`config.mk`:
```
export PLATFORM = sky130hd
export DESIGN_NAME = i2c_target_bus_engine_top
export DESIGN_NICKNAME = d
export VERILOG_FILES = /design/src/design/i2c_tbe_pkg.sv /design/src/design/i2c_tbe_core.sv /design/src/design/i2c_target_bus_engine_top.sv
export SDC_FILE = /design/constraint.sdc
export NUM_CORES = 1
export LEC_CHECK = 0
export BUFFER_PORTS_ARGS = -buffer_cell sky130_fd_sc_hd__buf_2
export CORE_MARGIN = 3
export CORE_UTILIZATION = 25
export DETAILED_ROUTE_END_ITERATION = 8
export GPL_ROUTABILITY_DRIVEN = 1
export SLEW_MARGIN = 20
export SYNTH_ARGS = -nofsm -noshare
export SYNTH_HDL_FRONTEND = slang
export SYNTH_HIERARCHICAL = 1
export SYNTH_SLANG_ARGS = --single-unit
```
`constraint.sdc`:
```
create_clock -name clk -period 3.8 [get_ports clk]
set_input_delay 0.95 -clock clk [delete_from_list [all_inputs] [get_ports clk]]
set_output_delay 0.95 -clock clk [all_outputs]
set_load 0.1 [all_outputs]
```
`src/design/i2c_tbe_pkg.sv`:
```
// Shared types and codes for the I2C target bus engine.
package i2c_tbe_pkg;

    localparam int unsigned AddrWidth = 7;
    localparam int unsigned ByteWidth = 8;
    localparam int unsigned CountWidth = 4;

    localparam logic [CountWidth-1:0] AddrBits = 4'd7;
    localparam logic [CountWidth-1:0] ByteBits = 4'd8;
    localparam logic [CountWidth-1:0] ReadSlot = 4'd9;

    typedef enum logic [2:0] {
        EV_NONE         = 3'd0,
        EV_START        = 3'd1,
        EV_STOP         = 3'd2,
        EV_READ_SEL     = 3'd3,
        EV_WRITE_SEL    = 3'd4,
        EV_NO_MATCH     = 3'd5,
        EV_BYTE_WRITTEN = 3'd6,
        EV_BYTE_TAKEN   = 3'd7
    } bus_event_t;

    typedef enum logic [3:0] {
        PH_IDLE    = 4'b0001,
        PH_ADDRESS = 4'b0010,
        PH_READ    = 4'b0100,
        PH_WRITE   = 4'b1000
    } phase_t;

    typedef struct packed {
        logic                 scl_in;
        logic                 sda_in;
        logic [ByteWidth-1:0] read_byte;
    } sample_t;

    typedef struct packed {
        logic                 sda_pull_low;
        bus_event_t           bus_event;
        logic [ByteWidth-1:0] event_data;
    } result_t;

endpackage

```
`src/design/i2c_tbe_core.sv`:
```
// Bus state registers and the per-sample protocol decode.
module i2c_tbe_core
    import i2c_tbe_pkg::*;
(
    input  logic                 clk,
    input  logic                 rst_n,
    input  logic                 advance,
    input  sample_t              sample,
    input  logic [AddrWidth-1:0] own_address,
    output result_t              result
);

    logic                  last_clock_reg, last_clock_next;
    logic                  last_data_reg, last_data_next;
    phase_t                phase_reg, phase_next;
    logic [CountWidth-1:0] bit_count_reg, bit_count_next;
    logic [ByteWidth-1:0]  shift_byte_reg, shift_byte_next;
    logic [AddrWidth-1:0]  addr_shift_reg, addr_shift_next;
    logic                  ack_pending_reg, ack_pending_next;
    logic                  ack_step_reg, ack_step_next;
    logic                  drive_low_reg, drive_low_next;

    always_comb
    begin
        logic                  sda;
        logic                  clocked;
        logic                  dchange;
        logic                  done;
        logic [ByteWidth-1:0]  src;
        logic [CountWidth-1:0] cnt;
        bus_event_t            ev;
        logic [ByteWidth-1:0]  data;

        last_clock_next  = last_clock_reg;
        last_data_next   = last_data_reg;
        phase_next       = phase_reg;
        bit_count_next   = bit_count_reg;
        shift_byte_next  = shift_byte_reg;
        addr_shift_next  = addr_shift_reg;
        ack_pending_next = ack_pending_reg;
        ack_step_next    = ack_step_reg;
        drive_low_next   = drive_low_reg;
        ev   = EV_NONE;
        data = '0;
        src  = '0;
        cnt  = '0;

        // open drain: we only see the line high if we are not pulling it
        sda     = sample.sda_in & ~drive_low_reg;
        clocked = (sample.scl_in != last_clock_reg);
        dchange = (sda != last_data_reg);
        done    = !(clocked || dchange);

        if (!done)
        begin
            last_clock_next = sample.scl_in;
            last_data_next  = sda;
        end

        if (!done && ack_pending_reg)
        begin
            if (!(clocked && !sample.scl_in))
            begin
                done = 1'b1;
            end
            else if (!ack_step_reg)
            begin
                drive_low_next = 1'b1;
                ack_step_next  = 1'b1;
                done           = 1'b1;
            end
            else
            begin
                // second falling edge ends the ACK and is handled as usual
                drive_low_next   = 1'b0;
                ack_step_next    = 1'b0;
                ack_pending_next = 1'b0;
            end
        end

        if (!done && dchange && !clocked && sample.scl_in)
        begin
            done = 1'b1;
            if (sda)
            begin
                drive_low_next = 1'b0;
                phase_next     = PH_IDLE;
                ev             = EV_STOP;
            end
            else
            begin
                phase_next      = PH_ADDRESS;
                bit_count_next  = '0;
                addr_shift_next = '0;
                ev              = EV_START;
            end
        end

        if (!done)
        begin
            case (phase_reg)
                PH_ADDRESS:
                begin
                    if (clocked && sample.scl_in)
                    begin
                        if (bit_count_reg < AddrBits)
                        begin
                            addr_shift_next = {addr_shift_reg[AddrWidth-2:0], sda};
                            bit_count_next  = bit_count_reg + 1'b1;
                        end
                        else if (addr_shift_reg == own_address)
                        begin
                            phase_next       = sda ? PH_READ : PH_WRITE;
                            bit_count_next   = '0;
                            ack_pending_next = 1'b1;
                            ev               = sda ? EV_READ_SEL : EV_WRITE_SEL;
                            data             = {1'b0, addr_shift_reg};
                        end
                        else
                        begin
                            phase_next = PH_IDLE;
                            ev         = EV_NO_MATCH;
                            data       = {1'b0, addr_shift_reg};
                        end
                    end
                end
                PH_READ:
                begin
                    if (clocked && !sample.scl_in)
                    begin
                        src = shift_byte_reg;
                        if (bit_count_reg == '0)
                        begin
                            src = sample.read_byte;
                            ev  = EV_BYTE_TAKEN;
                        end
                        drive_low_next  = ~src[ByteWidth-1];
                        shift_byte_next = {src[ByteWidth-2:0], 1'b0};
                        cnt             = bit_count_reg + 1'b1;
                        bit_count_next  = cnt;
                        // ninth falling edge releases SDA for the master's ACK
                        if (cnt >= ReadSlot)
                        begin
                            bit_count_next = '0;
                            drive_low_next = 1'b0;
                        end
                    end
                end
                PH_WRITE:
                begin
                    if (clocked && sample.scl_in)
                    begin
                        src             = {shift_byte_reg[ByteWidth-2:0], sda};
                        shift_byte_next = src;
                        cnt             = bit_count_reg + 1'b1;
                        bit_count_next  = cnt;
                        if (cnt >= ByteBits)
                        begin
                            bit_count_next   = '0;
                            ack_pending_next = 1'b1;
                            ev               = EV_BYTE_WRITTEN;
                            data             = src;
                        end
                    end
                end
                default:
                begin
                end
            endcase
        end

        result.sda_pull_low = drive_low_next;
        result.bus_event    = ev;
        result.event_data   = data;
    end

    always_ff @(posedge clk or negedge rst_n)
    begin
        if (!rst_n)
        begin
            last_clock_reg  <= 1'b1;
            last_data_reg   <= 1'b1;
            phase_reg       <= PH_IDLE;
            bit_count_reg   <= '0;
            shift_byte_reg  <= '0;
            addr_shift_reg  <= '0;
            ack_pending_reg <= 1'b0;
            ack_step_reg    <= 1'b0;
            drive_low_reg   <= 1'b0;
        end
        else if (advance)
        begin
            last_clock_reg  <= last_clock_next;
            last_data_reg   <= last_data_next;
            phase_reg       <= phase_next;
            bit_count_reg   <= bit_count_next;
            shift_byte_reg  <= shift_byte_next;
            addr_shift_reg  <= addr_shift_next;
            ack_pending_reg <= ack_pending_next;
            ack_step_reg    <= ack_step_next;
            drive_low_reg   <= drive_low_next;
        end
    end

endmodule

```
`src/design/i2c_target_bus_engine_top.sv`:
```
// Top level of the I2C target bus engine: sample register, decode core, result register.
//
//  channel  | handshake                    | payload
//  ---------+------------------------------+----------------------------
//  sample   | sample_valid / sample_ready  | sample_data  (sample_t)
//  result   | result_valid / result_ready  | result_data  (result_t)
//  config   | cfg_we                       | cfg_wdata    (own address)
//
// One sample per cycle sustained while results are taken; a sample passes through the
// sample register and then through the decode into the result register.
// rst_n clears the bus state, the own address and both valid flags.
// A stalled result holds the pipeline; the sample register still takes a
// transaction while the result waits if it is empty.
module i2c_target_bus_engine_top
    import i2c_tbe_pkg::*;
(
    input  logic                 clk,
    input  logic                 rst_n,
    input  logic                 sample_valid,
    output logic                 sample_ready,
    input  sample_t              sample_data,
    output logic                 result_valid,
    input  logic                 result_ready,
    output result_t              result_data,
    input  logic                 cfg_we,
    input  logic [AddrWidth-1:0] cfg_wdata
);

    logic                 in_valid_reg;
    sample_t              in_data_reg;
    logic                 out_valid_reg;
    result_t              out_data_reg;
    logic [AddrWidth-1:0] own_address_reg;
    logic                 advance;
    result_t              core_result;

    assign advance      = in_valid_reg && (!out_valid_reg || result_ready);
    assign sample_ready = !in_valid_reg || advance;
    assign result_valid = out_valid_reg;
    assign result_data  = out_data_reg;

    i2c_tbe_core u_core (
        .clk         (clk),
        .rst_n       (rst_n),
        .advance     (advance),
        .sample      (in_data_reg),
        .own_address (own_address_reg),
        .result      (core_result)
    );

    always_ff @(posedge clk or negedge rst_n)
    begin
        if (!rst_n)
        begin
            in_valid_reg    <= 1'b0;
            out_valid_reg   <= 1'b0;
            own_address_reg <= '0;
        end
        else
        begin
            if (sample_ready)
            begin
                in_valid_reg <= sample_valid;
            end
            if (advance)
            begin
                out_valid_reg <= 1'b1;
            end
            else if (result_ready)
            begin
                out_valid_reg <= 1'b0;
            end
            if (cfg_we)
            begin
                own_address_reg <= cfg_wdata;
            end
        end
    end

    always_ff @(posedge clk)
    begin
        if (sample_valid && sample_ready)
        begin
            in_data_reg <= sample_data;
        end
        if (advance)
        begin
            out_data_reg <= core_result;
        end
    end

endmodule

```
==> impl_metrics.py, run 1 <==
metrics = {
    "power": {
        "swShare": 0.3044,
        "pwr-share-comb": 0.211,
        "seqPwrFrac": 0.384,
        "p_leak_nw": 1.485,
        "clockPowerShare": 0.405,
        "powerDensity_mw_per_mm2": 557.8,
        "power.internal_mw": 1.447,
        "ir_drop_mv": 0.1864,
        "power_switching_mw": 0.6335,
    },
    "floorplanning": {
        "coreArea_mm2": 0.01176,
        "die_w_um": 117.1,
        "rows": 39,
        "io-pin-count": 36,
        "start_util": 0.2624,
        "die-area_mm2": 0.01371,
        "die_h_um": 117.1,
    },
    "synthesis": {
        "yosysWarningCount": 6,
        "avgSynthCellArea_um2": 11.14,
        "syn-cell-area_mm2": 0.003085,
        "syn_nets": 304,
        "ys_async_sr_fraction": 0.6271,
        "syn_inst": 277,
        "ys_seq_area_frac": 0.5154,
        "synth_cell_type_count": 53,
        "synth_edf_count": 22,
        "synth_ff_type": "dfrtp_1",
        "ys_seq_elements": 59,
    },
    "worst_setup_path": {
        "rr_endpoint": "u_core/bit_count_reg[1]$_DFFE_PN0P_",
        "reg2regPathDepth": 8,
        "r2r_setup_slack_ps": 1240,
        "reg2reg_from": "in_data_reg[9]$_DFFE_PP_",
        "path_class": "reg2reg",
        "critPathLaunchType": "flop",
        "cp-end-kind": "flop",
        "cp-startpoint": "in_data_reg[9]$_DFFE_PP_",
        "arrival_ps": 2750,
        "cp.required_ps": 3990,
        "cp_max_fo": 6,
    },
    "layout": {
        "largest_register_ffs": 12,
        "multi_input_area_mm2": 0.001394,
        "stdcell_count": 485,
        "regArea_mm2": 0.001590,
        "drive_above_1_share": 0.2305,
        "fillers": 1179,
        "fin_nets": 343,
        "n_antenna_cell": 0,
        "area_growth_pct": 20.88,
    },
    "routing": {
        "postRouteAntennaNets": 0,
        "vias": 2189,
        "wire_per_inst_um": 14.36,
        "avgViaCountPerCell": 4.513,
        "drc_errors": 0,
        "dr.pass1.iters": 4,
        "routed_wl_mm": 6.966,
        "drt-initial-drc-count": 145,
    },
    "cts": {
        "ctsResizeCount": 0,
        "htree_levels": 3,
        "cts_setup_buffers": 0,
        "clk_pin_slew_worst_paths_ps": 50,
        "clock_latency_ps": 330,
        "clockBufferDepth": 2,
        "cts_root_buffer": "clkbuf_16",
        "holdBufCountCts": 0,
        "cts.sinks": 59,
        "cts_tree": "built",
        "numCtsBuffers": 9,
    },
    "timing": {
        "min_period_ps": 2560,
        "drv_slew": 0,
        "max_freq_ghz": 0.3906,
        "tightest_slew_ps": 938.3,
        "final.setup.tns_ps": 0,
        "hold_violations": 0,
        "grt_setup_unrepaired": "false",
        "setup_viol": 0,
        "finalCritPeriodShare": 0.6737,
        "slew_headroom": 0.3722,
        "skew_ps": 7.810,
    },
    "grt": {
        "grt_pass1_wl_mm": 11.34,
        "antenna_found_initial": 0,
        "overflow": 0,
        "grt_max_degree": 38,
        "grt_pass1_vias": 2183,
        "grt_usage": 0.1098,
    },
    "placement": {
        "gp_congestion": 0.8634,
        "dpl.hpwl_mm": 5.144,
        "dp.cells": 469,
        "numPortBuffers": 35,
    },
    "run_status": {
        "outcome": "finished clean",
    },
    "run": {
        "maxCapViolations": 0,
    },
    "hold_path": {
        "min-delay-start": "in_valid_reg$_DFFE_PN0P_",
        "holdPathEnd": "result_valid$_DFFE_PN0P_",
        "hold_class": "reg2reg",
        "holdPathStages": 1,
    },
}
## synthesized netlist by cell type, types with 3 or more instances
library cell,instances,area (um^2)
o31ai_1,3,22.52
o21ai_1,3,15.01
a21oi_1,17,85.08
nand2b_1,5,31.28
mux2i_1,9,90.09
a21o_1,3,22.52
a22o_1,8,70.07
nand3_1,6,30.03
inv_1,11,41.29
nand2_1,22,82.58
buf_2,3,15.01
nor2_1,29,108.9
dfstp_2,3,78.83
ha_1,5,62.56
and2_1,5,31.28
a22oi_1,8,60.06
nor2b_1,4,25.02
xnor2_1,11,96.34
dfrtp_1,34,850.8
mux2_4,7,105.1
o21ai_0,15,75.07
edfxtp_1,22,660.6
## final cells by class
| type | instances | area share |
|---|---|---|
| timing repair buffer | 37 | 0.05099 |
| tap | 164 | 0.05502 |
| inverter | 11 | 0.01107 |
| clock inverter | 6 | 0.02147 |
| clock buffer | 10 | 0.06139 |
| sequential | 59 | 0.4264 |
| multi-input combinational | 198 | 0.3737 |
## per-stage QoR
step	util	power, mW	cell area, um^2	hold slack (ps)	worst slack [ps]
floorplan	-	1.143	3085	448.7	971.7
global placement	0.2909	1.241	3421	471.6	1248
detailed placement	0.2909	1.250	3421	463.2	1241
CTS	0.3172	2.103	3730	483.6	1219
global route	0.3172	2.189	3730	512.7	1060
finish	0.3172	2.081	3730	481.1	1240
## cells in the final DEF, fill, tap and decap left out, types with 6 or more instances in the layout
cell / count
o21ai_0: 15
mux2_4: 7
a22oi_1: 8
edfxtp_1: 22
a22o_1: 8
nor2_1: 29
mux2i_1: 9
clkbuf_16: 9
nand3_1: 6
nand2_1: 22
inv_1: 11
xnor2_1: 11
a21oi_1: 17
buf_2: 35
dfrtp_1: 34
## power by group through the flow
stage,Sequential [mW],Combinational (mW),Clock (mW)
final,0.799,0.439,0.843
after global routing,0.810,0.481,0.898
after CTS,0.799,0.441,0.863
after detailed placement,0.810,0.440,0
after global placement,0.810,0.431,0
after floorplan,0.852,0.291,0
## how the worst max path moves through the flow
| stage | slack [ps] | endpoint | cells after the start |
|---|---|---|---|
| 2_1_floorplan | 970 | sample_ready | 1 |
| 3_3_place_gp | 1250 | u_core/bit_count_reg[1]$_DFFE_PN0P_ | 8 |
| 3_5_place_dp | 1240 | u_core/bit_count_reg[1]$_DFFE_PN0P_ | 8 |
| 4_1_cts | 1220 | u_core/bit_count_reg[1]$_DFFE_PN0P_ | 8 |
| 5_1_grt | 1060 | u_core/bit_count_reg[1]$_DFFE_PN0P_ | 8 |
| 6_report | 1240 | u_core/bit_count_reg[1]$_DFFE_PN0P_ | 8 |
## logic make-up (layout without fill, tap and decap cells)
group,count (synthesis),after routing,share of synthesized area
AOI/OAI and AO/OA,73,73,0.1687
xor gates and xnor gates,13,13,0.03690
adders and majority gates,5,5,0.02028
buffers and inverters,20,64,0.03284
DFF,59,59,0.5154
muxes,17,17,0.06691
and+or+nand+nor,90,90,0.1590
## per-layer routing
layer  up-vias  GRT usage  wire length (um)
met5         -          0                 0
met1      1022     0.1583              3361
met2        74     0.1559              3034
met4         0    0.03823                78
met3         6    0.03342               490
li1       1087          -                 -
## worst max-delay path, cell delays in order, from the launching register on
cell and delay (ps):
edfxtp_1 390, inv_1 70, ha_1 370, nor2b_1 200
a2111oi_4 630, and2_1 270, o311ai_1 120, a21oi_1 250
o32ai_1 130
No activity file was read; power rests on OpenSTA's default activity.
==> run 2, diff against run 1 <==
==> constraint.sdc (replaced) <==
create_clock -name clk -period 2.15 [get_ports clk]
set_input_delay 0.5375 -clock clk [delete_from_list [all_inputs] [get_ports clk]]
set_output_delay 0.5375 -clock clk [all_outputs]
set_load 0.1 [all_outputs]
==> impl_metrics.py, run 2 (synthesis results as in run 1) <==
metrics = {
    "worst_setup_path": {
        "r2r_setup_slack_ps": 40,
        "critPathLaunchType": "flop",
        "arrival_ps": 2320,
        "path_cells": "ha_4 -> and4b_1 -> a2111oi_4 -> buf_4 -> and2_4 -> o211ai_1 -> o211ai_1 -> nand2_1",
        "cp_max_fo": 6,
        "worst_path_most_repeated_cell": "o211ai_1",
        "rr_endpoint": "u_core/bit_count_reg[3]$_DFFE_PN0P_",
        "critPathMaxStageDelay_ps": 560,
        "reg2regPathDepth": 8,
        "path_class": "reg2reg",
        "reg2reg_from": "u_core/last_clock_reg$_DFFE_PN1P_",
        "cp.required_ps": 2360,
        "critPathTopFamily": "flip-flops",
        "slowest_stage": "dfstp_2",
        "worst-path-buf-inv": 1,
        "cp-end-kind": "flop",
    },
    "floorplanning": {
        "coreArea_mm2": 0.01176,
        "rows": 39,
        "die-area_mm2": 0.01371,
        "start_util": 0.2624,
        "die_h_um": 117.1,
        "io-pin-count": 36,
        "die_w_um": 117.1,
    },
    "grt": {
        "grt_usage": 0.1122,
        "grt_max_degree": 31,
        "overflow": 0,
        "antenna_found_initial": 0,
        "grt_pass1_vias": 2187,
        "grt_pass1_wl_mm": 11.64,
    },
    "placement": {
        "pre_cts_ws_ps": -25.13,
        "dp.cells": 484,
        "numPortBuffers": 35,
        "gp_congestion": 0.9250,
        "dpl.hpwl_mm": 5.362,
        "placed_cell_area_mm2": 0.003556,
    },
    "layout": {
        "layout_common_cells": "buf_2, dfrtp_1, edfxtp_1, nor2_1, nand2_1",
        "area_growth_pct": 27.13,
        "largest_register_ffs": 12,
        "n_antenna_cell": 0,
        "stdcell_count": 502,
        "fin_nets": 360,
        "final_cell_area_mm2": 0.003923,
        "final_common_cell": "buf_2",
        "drive_above_1_share": 0.3314,
    },
    "cts": {
        "clk_pin_slew_worst_paths_ps": 50,
        "clockBufferDepth": 2,
        "numCtsBuffers": 9,
        "cts_root_buffer": "clkbuf_16",
        "cts.sinks": 59,
        "cts_tree": "built",
        "clock_latency_ps": 330,
        "holdBufCountCts": 0,
        "htree_levels": 3,
    },
    "routing": {
        "routed_wl_mm": 7.245,
        "postRouteAntennaNets": 0,
        "drc_errors": 0,
        "dr.pass1.iters": 4,
        "wire_per_inst_um": 14.43,
        "avgViaCountPerCell": 4.574,
        "vias": 2296,
        "drt-initial-drc-count": 163,
    },
    "timing": {
        "min_period_ps": 2111,
        "layout_setup_ws_ps": 39.27,
        "grt_setup_unrepaired": "true",
        "hold_violations": 0,
        "max_freq_ghz": 0.4738,
        "tightest_slew_ps": 760.8,
        "setup_viol": 0,
        "skew_ps": 8.988,
        "finalCritPeriodShare": 0.9817,
        "slew_headroom": 0.4909,
        "drv_slew": 0,
    },
    "hold_path": {
        "hold_class": "in2async",
    },
    "run": {
        "maxCapViolations": 0,
    },
    "power": {
        "ir_drop_mv": 0.4020,
        "powerDensity_mw_per_mm2": 929.1,
        "p_leak_nw": 1.570,
    },
    "run_status": {
        "outcome": "finished clean",
    },
}
run 2: worst reg2reg max path, delay by kind of cell (launching register included):
| kind | cells | cell delay (ps) |
|---|---|---|
| fa+ha+maj | 1 | 210 |
| compound gates | 3 | 540 |
| buf+inv | 1 | 210 |
| simple gates | 3 | 460 |
| flops | 1 | 560 |
run 2: worst max path at each step:
stage / from / endpoint / slack, ps / depth (start not counted)
finish: u_core/last_clock_reg$_DFFE_PN1P_ / u_core/bit_count_reg[3]$_DFFE_PN0P_ / 40 / 8
global route: u_core/last_clock_reg$_DFFE_PN1P_ / result_data[9]$_DFFE_PP_ / -70 / 8
detailed placement: u_core/last_clock_reg$_DFFE_PN1P_ / u_core/bit_count_reg[1]$_DFFE_PN0P_ / -30 / 8
CTS: u_core/last_clock_reg$_DFFE_PN1P_ / u_core/bit_count_reg[1]$_DFFE_PN0P_ / 10 / 8
floorplan: result_valid$_DFFE_PN0P_ / in_data_reg[0]$_DFFE_PP_ / -40 / 2
global placement: u_core/last_clock_reg$_DFFE_PN1P_ / u_core/bit_count_reg[1]$_DFFE_PN0P_ / -4 / 8
run 2: stage by stage:
| stage | hold WS, ps | power, mW | TNS (ps) | util |
|---|---|---|---|---|
| final | 244.6 | 3.644 | 0 | 0.3335 |
| after global routing | 297.0 | 3.825 | -387.1 | 0.3335 |
| after floorplan | 241.9 | 2.030 | -430.0 | - |
| after CTS | 266.2 | 3.624 | 0 | 0.3274 |
| after detailed placement | 481.5 | 2.273 | -70.62 | 0.3024 |
| after global placement | 461.2 | 2.252 | -3.924 | 0.3024 |
run 2: power breakdown:
part | switching (mW) | internal [mW]
Clock | 0.482 | 0.837
Sequential | 0.127 | 1.29
Combinational | 0.555 | 0.349
Total | 1.16 | 2.48
run 2: layer usage:
metal,up-vias,wire length [um],GRT usage
li1,1113,-,-
met1,1089,3440,0.1558
met2,83,3206,0.1619
met3,11,446,0.02776
met4,0,151,0.05657
met5,-,0,0
run 2: what timing repair did:
item                                    4_1_cts  5_1_grt
setup buffers                                 0        2
cloned                                        0        0
endpoints found under the hold margin         0        0
pin swaps                                     2        4
endpoints found under the setup margin       12       21
gates resized for setup                       2       17
run 2: layout make-up:
cell class                 count  area, um^2
sequential                    59        1594
fill                        1182        7838
multi-input combinational    198        1471
clock inverter                 5       26.28
clock buffer                  11       254.0
timing repair buffer          54       330.3
tap                          164       205.2
inverter                      11       41.29
==> run 3, diff against run 2 <==
--- a/config.mk
+++ b/config.mk
@@ -5,7 +5,7 @@
 export SDC_FILE = /design/constraint.sdc
 export NUM_CORES = 1
 export LEC_CHECK = 0
-export BUFFER_PORTS_ARGS = -buffer_cell sky130_fd_sc_hd__buf_2
+export BUFFER_PORTS_ARGS = -buffer_cell sky130_fd_sc_hd__clkbuf_2
 export CORE_MARGIN = 3
 export CORE_UTILIZATION = 25
 export DETAILED_ROUTE_END_ITERATION = 8
==> impl_metrics.py, run 3 (synthesis results as in run 1) <==
metrics = {
    "grt": {
        "grt_max_degree": 27,
        "grt_pass1_wl_mm": 11.65,
        "overflow": 0,
        "grt_pass1_vias": 2267,
        "antenna_found_initial": 0,
        "grt_usage": 0.1116,
    },
    "power": {
        "p_leak_nw": 1.608,
        "ir_drop_mv": 0.4231,
        "powerDensity_mw_per_mm2": 968.0,
    },
    "routing": {
        "postRouteAntennaNets": 0,
        "vias": 2286,
        "drc_errors": 0,
        "wire_per_inst_um": 14.36,
        "routed_wl_mm": 7.225,
        "dr.pass1.iters": 4,
        "avgViaCountPerCell": 4.545,
        "drt-initial-drc-count": 166,
    },
    "worst_setup_path": {
        "reg2regPathDepth": 8,
        "r2r_setup_slack_ps": 20,
        "cp-end-kind": "flop",
        "cp.required_ps": 2310,
        "path_class": "reg2reg",
        "arrival_ps": 2290,
        "cp_max_fo": 6,
        "rr_endpoint": "result_data[9]$_DFFE_PP_",
        "reg2reg_from": "u_core/last_clock_reg$_DFFE_PN1P_",
        "critPathLaunchType": "flop",
    },
    "floorplanning": {
        "die_h_um": 117.1,
        "coreArea_mm2": 0.01176,
        "die_w_um": 117.1,
        "rows": 39,
        "start_util": 0.2624,
        "die-area_mm2": 0.01371,
        "io-pin-count": 36,
    },
    "cts": {
        "clk_pin_slew_worst_paths_ps": 50,
        "htree_levels": 3,
        "numCtsBuffers": 9,
        "cts.sinks": 59,
        "cts_tree": "built",
        "cts_root_buffer": "clkbuf_16",
        "clock_latency_ps": 320,
        "clockBufferDepth": 2,
    },
    "hold_path": {
        "hold_class": "in2async",
    },
    "timing": {
        "hold_slack_ps": 86.45,
        "finalCritPeriodShare": 0.9903,
        "min_period_ps": 2129,
        "grt_setup_unrepaired": "true",
        "final.setup.tns_ps": 0,
        "setup_viol": 0,
        "skew_ps": 4.496,
        "slew_headroom": 0.5293,
        "drv_slew": 0,
        "hold_violations": 0,
        "tightest_slew_ps": 703.5,
        "max_freq_ghz": 0.4697,
    },
    "layout": {
        "area_growth_pct": 28.39,
        "multi_input_area_mm2": 0.001445,
        "largest_register_ffs": 12,
        "drive_above_1_share": 0.3186,
        "regArea_mm2": 0.001594,
        "fin_nets": 361,
        "final_common_cell": "clkbuf_2",
        "fillers": 1154,
        "layout_common_cells": "clkbuf_2, dfrtp_1, nor2_1, edfxtp_1, nand2_1",
        "n_antenna_cell": 0,
    },
    "placement": {
        "gp_congestion": 0.9403,
        "numPortBuffers": 35,
        "dpl.hpwl_mm": 5.459,
    },
    "run": {
        "maxCapViolations": 0,
    },
    "run_status": {
        "outcome": "finished clean",
    },
}
-- run 3: cell types whose count changed in the layout (fill, tap and decap cells not counted), sizes merged --
| cell | previous run | this run |
|---|---|---|
| bufinv | 0 | 1 |
| clkbuf | 11 | 45 |
| clkinv | 4 | 3 |
| buf | 54 | 21 |
-- run 3: layout make-up --
type                    instances  share of cell area
flip-flops and latches         59              0.4024
multi-input cells             198              0.3648
repair buffers                 55             0.08686
clock buffers                  11             0.06949
well taps                     164             0.05180
clock inverters                 5             0.01421
inverters                      11             0.01042
-- run 3: power breakdown --
group / internal, mW / leakage [nW] / switching, mW / total, mW
combinational: 0.351 / 0.760 / 0.548 / 0.898
sequential: 1.29 / 0.686 / 0.123 / 1.42
clock: 1.03 / 0.162 / 0.487 / 1.52
total: 2.68 / 1.61 / 1.16 / 3.83
-- run 3: worst max-delay path: stages (launching register included) --
cell,delay (ps)
dfstp_2,550
ha_4,210
and4b_1,220
a2111oi_4,290
buf_6,180
o211ai_4,90
and3b_2,290
o21ai_2,60
o21ai_1,80
-- run 3: worst max path at each step --
stage                                     to                         startpoint  cells after the start
finish              result_data[9]$_DFFE_PP_  u_core/last_clock_reg$_DFFE_PN1P_                      8
global route        result_data[9]$_DFFE_PP_  u_core/last_clock_reg$_DFFE_PN1P_                      8
CTS                 result_data[9]$_DFFE_PP_  u_core/last_clock_reg$_DFFE_PN1P_                      8
detailed placement  result_data[9]$_DFFE_PP_  u_core/last_clock_reg$_DFFE_PN1P_                      8
global placement    result_data[9]$_DFFE_PP_  u_core/last_clock_reg$_DFFE_PN1P_                      8
floorplan           in_data_reg[0]$_DFFE_PP_           result_valid$_DFFE_PN0P_                      2
-- run 3: timing repair --
action / 4_1_cts / 5_1_grt
pin swaps: 1 / 2
gates resized for setup: 2 / 11
hold endpoints to repair: 0 / 0
hold buffers: 0 / 0
setup buffers: 1 / 1
endpoints found under the setup margin: 14 / 24
-- run 3: per-layer routing --
metal  global-route usage  up-vias  routed length [um]  share of wire
li1                     -     1119                   -              -
met1               0.1576     1088                3420           0.47
met5                    0        -                   0              0
met2               0.1604       75                3301           0.46
met3              0.02416        4                 413          0.057
met4              0.05734        0                  89          0.012
-- run 3: per-stage QoR --
step / area, um^2 / std cells / setup WS [ps] / util / power (mW)
after global placement: 3566 / 485 / -2.031 / 0.3032 / 2.260
after floorplan: 3095 / 277 / -43.00 / - / 2.030
after detailed placement: 3566 / 485 / -47.32 / 0.3032 / 2.268
after global routing: 3961 / 503 / -60.77 / 0.3368 / 4.021
final: 3961 / 503 / 20.92 / 0.3368 / 3.835
after CTS: 3919 / 502 / 14.94 / 0.3332 / 3.841
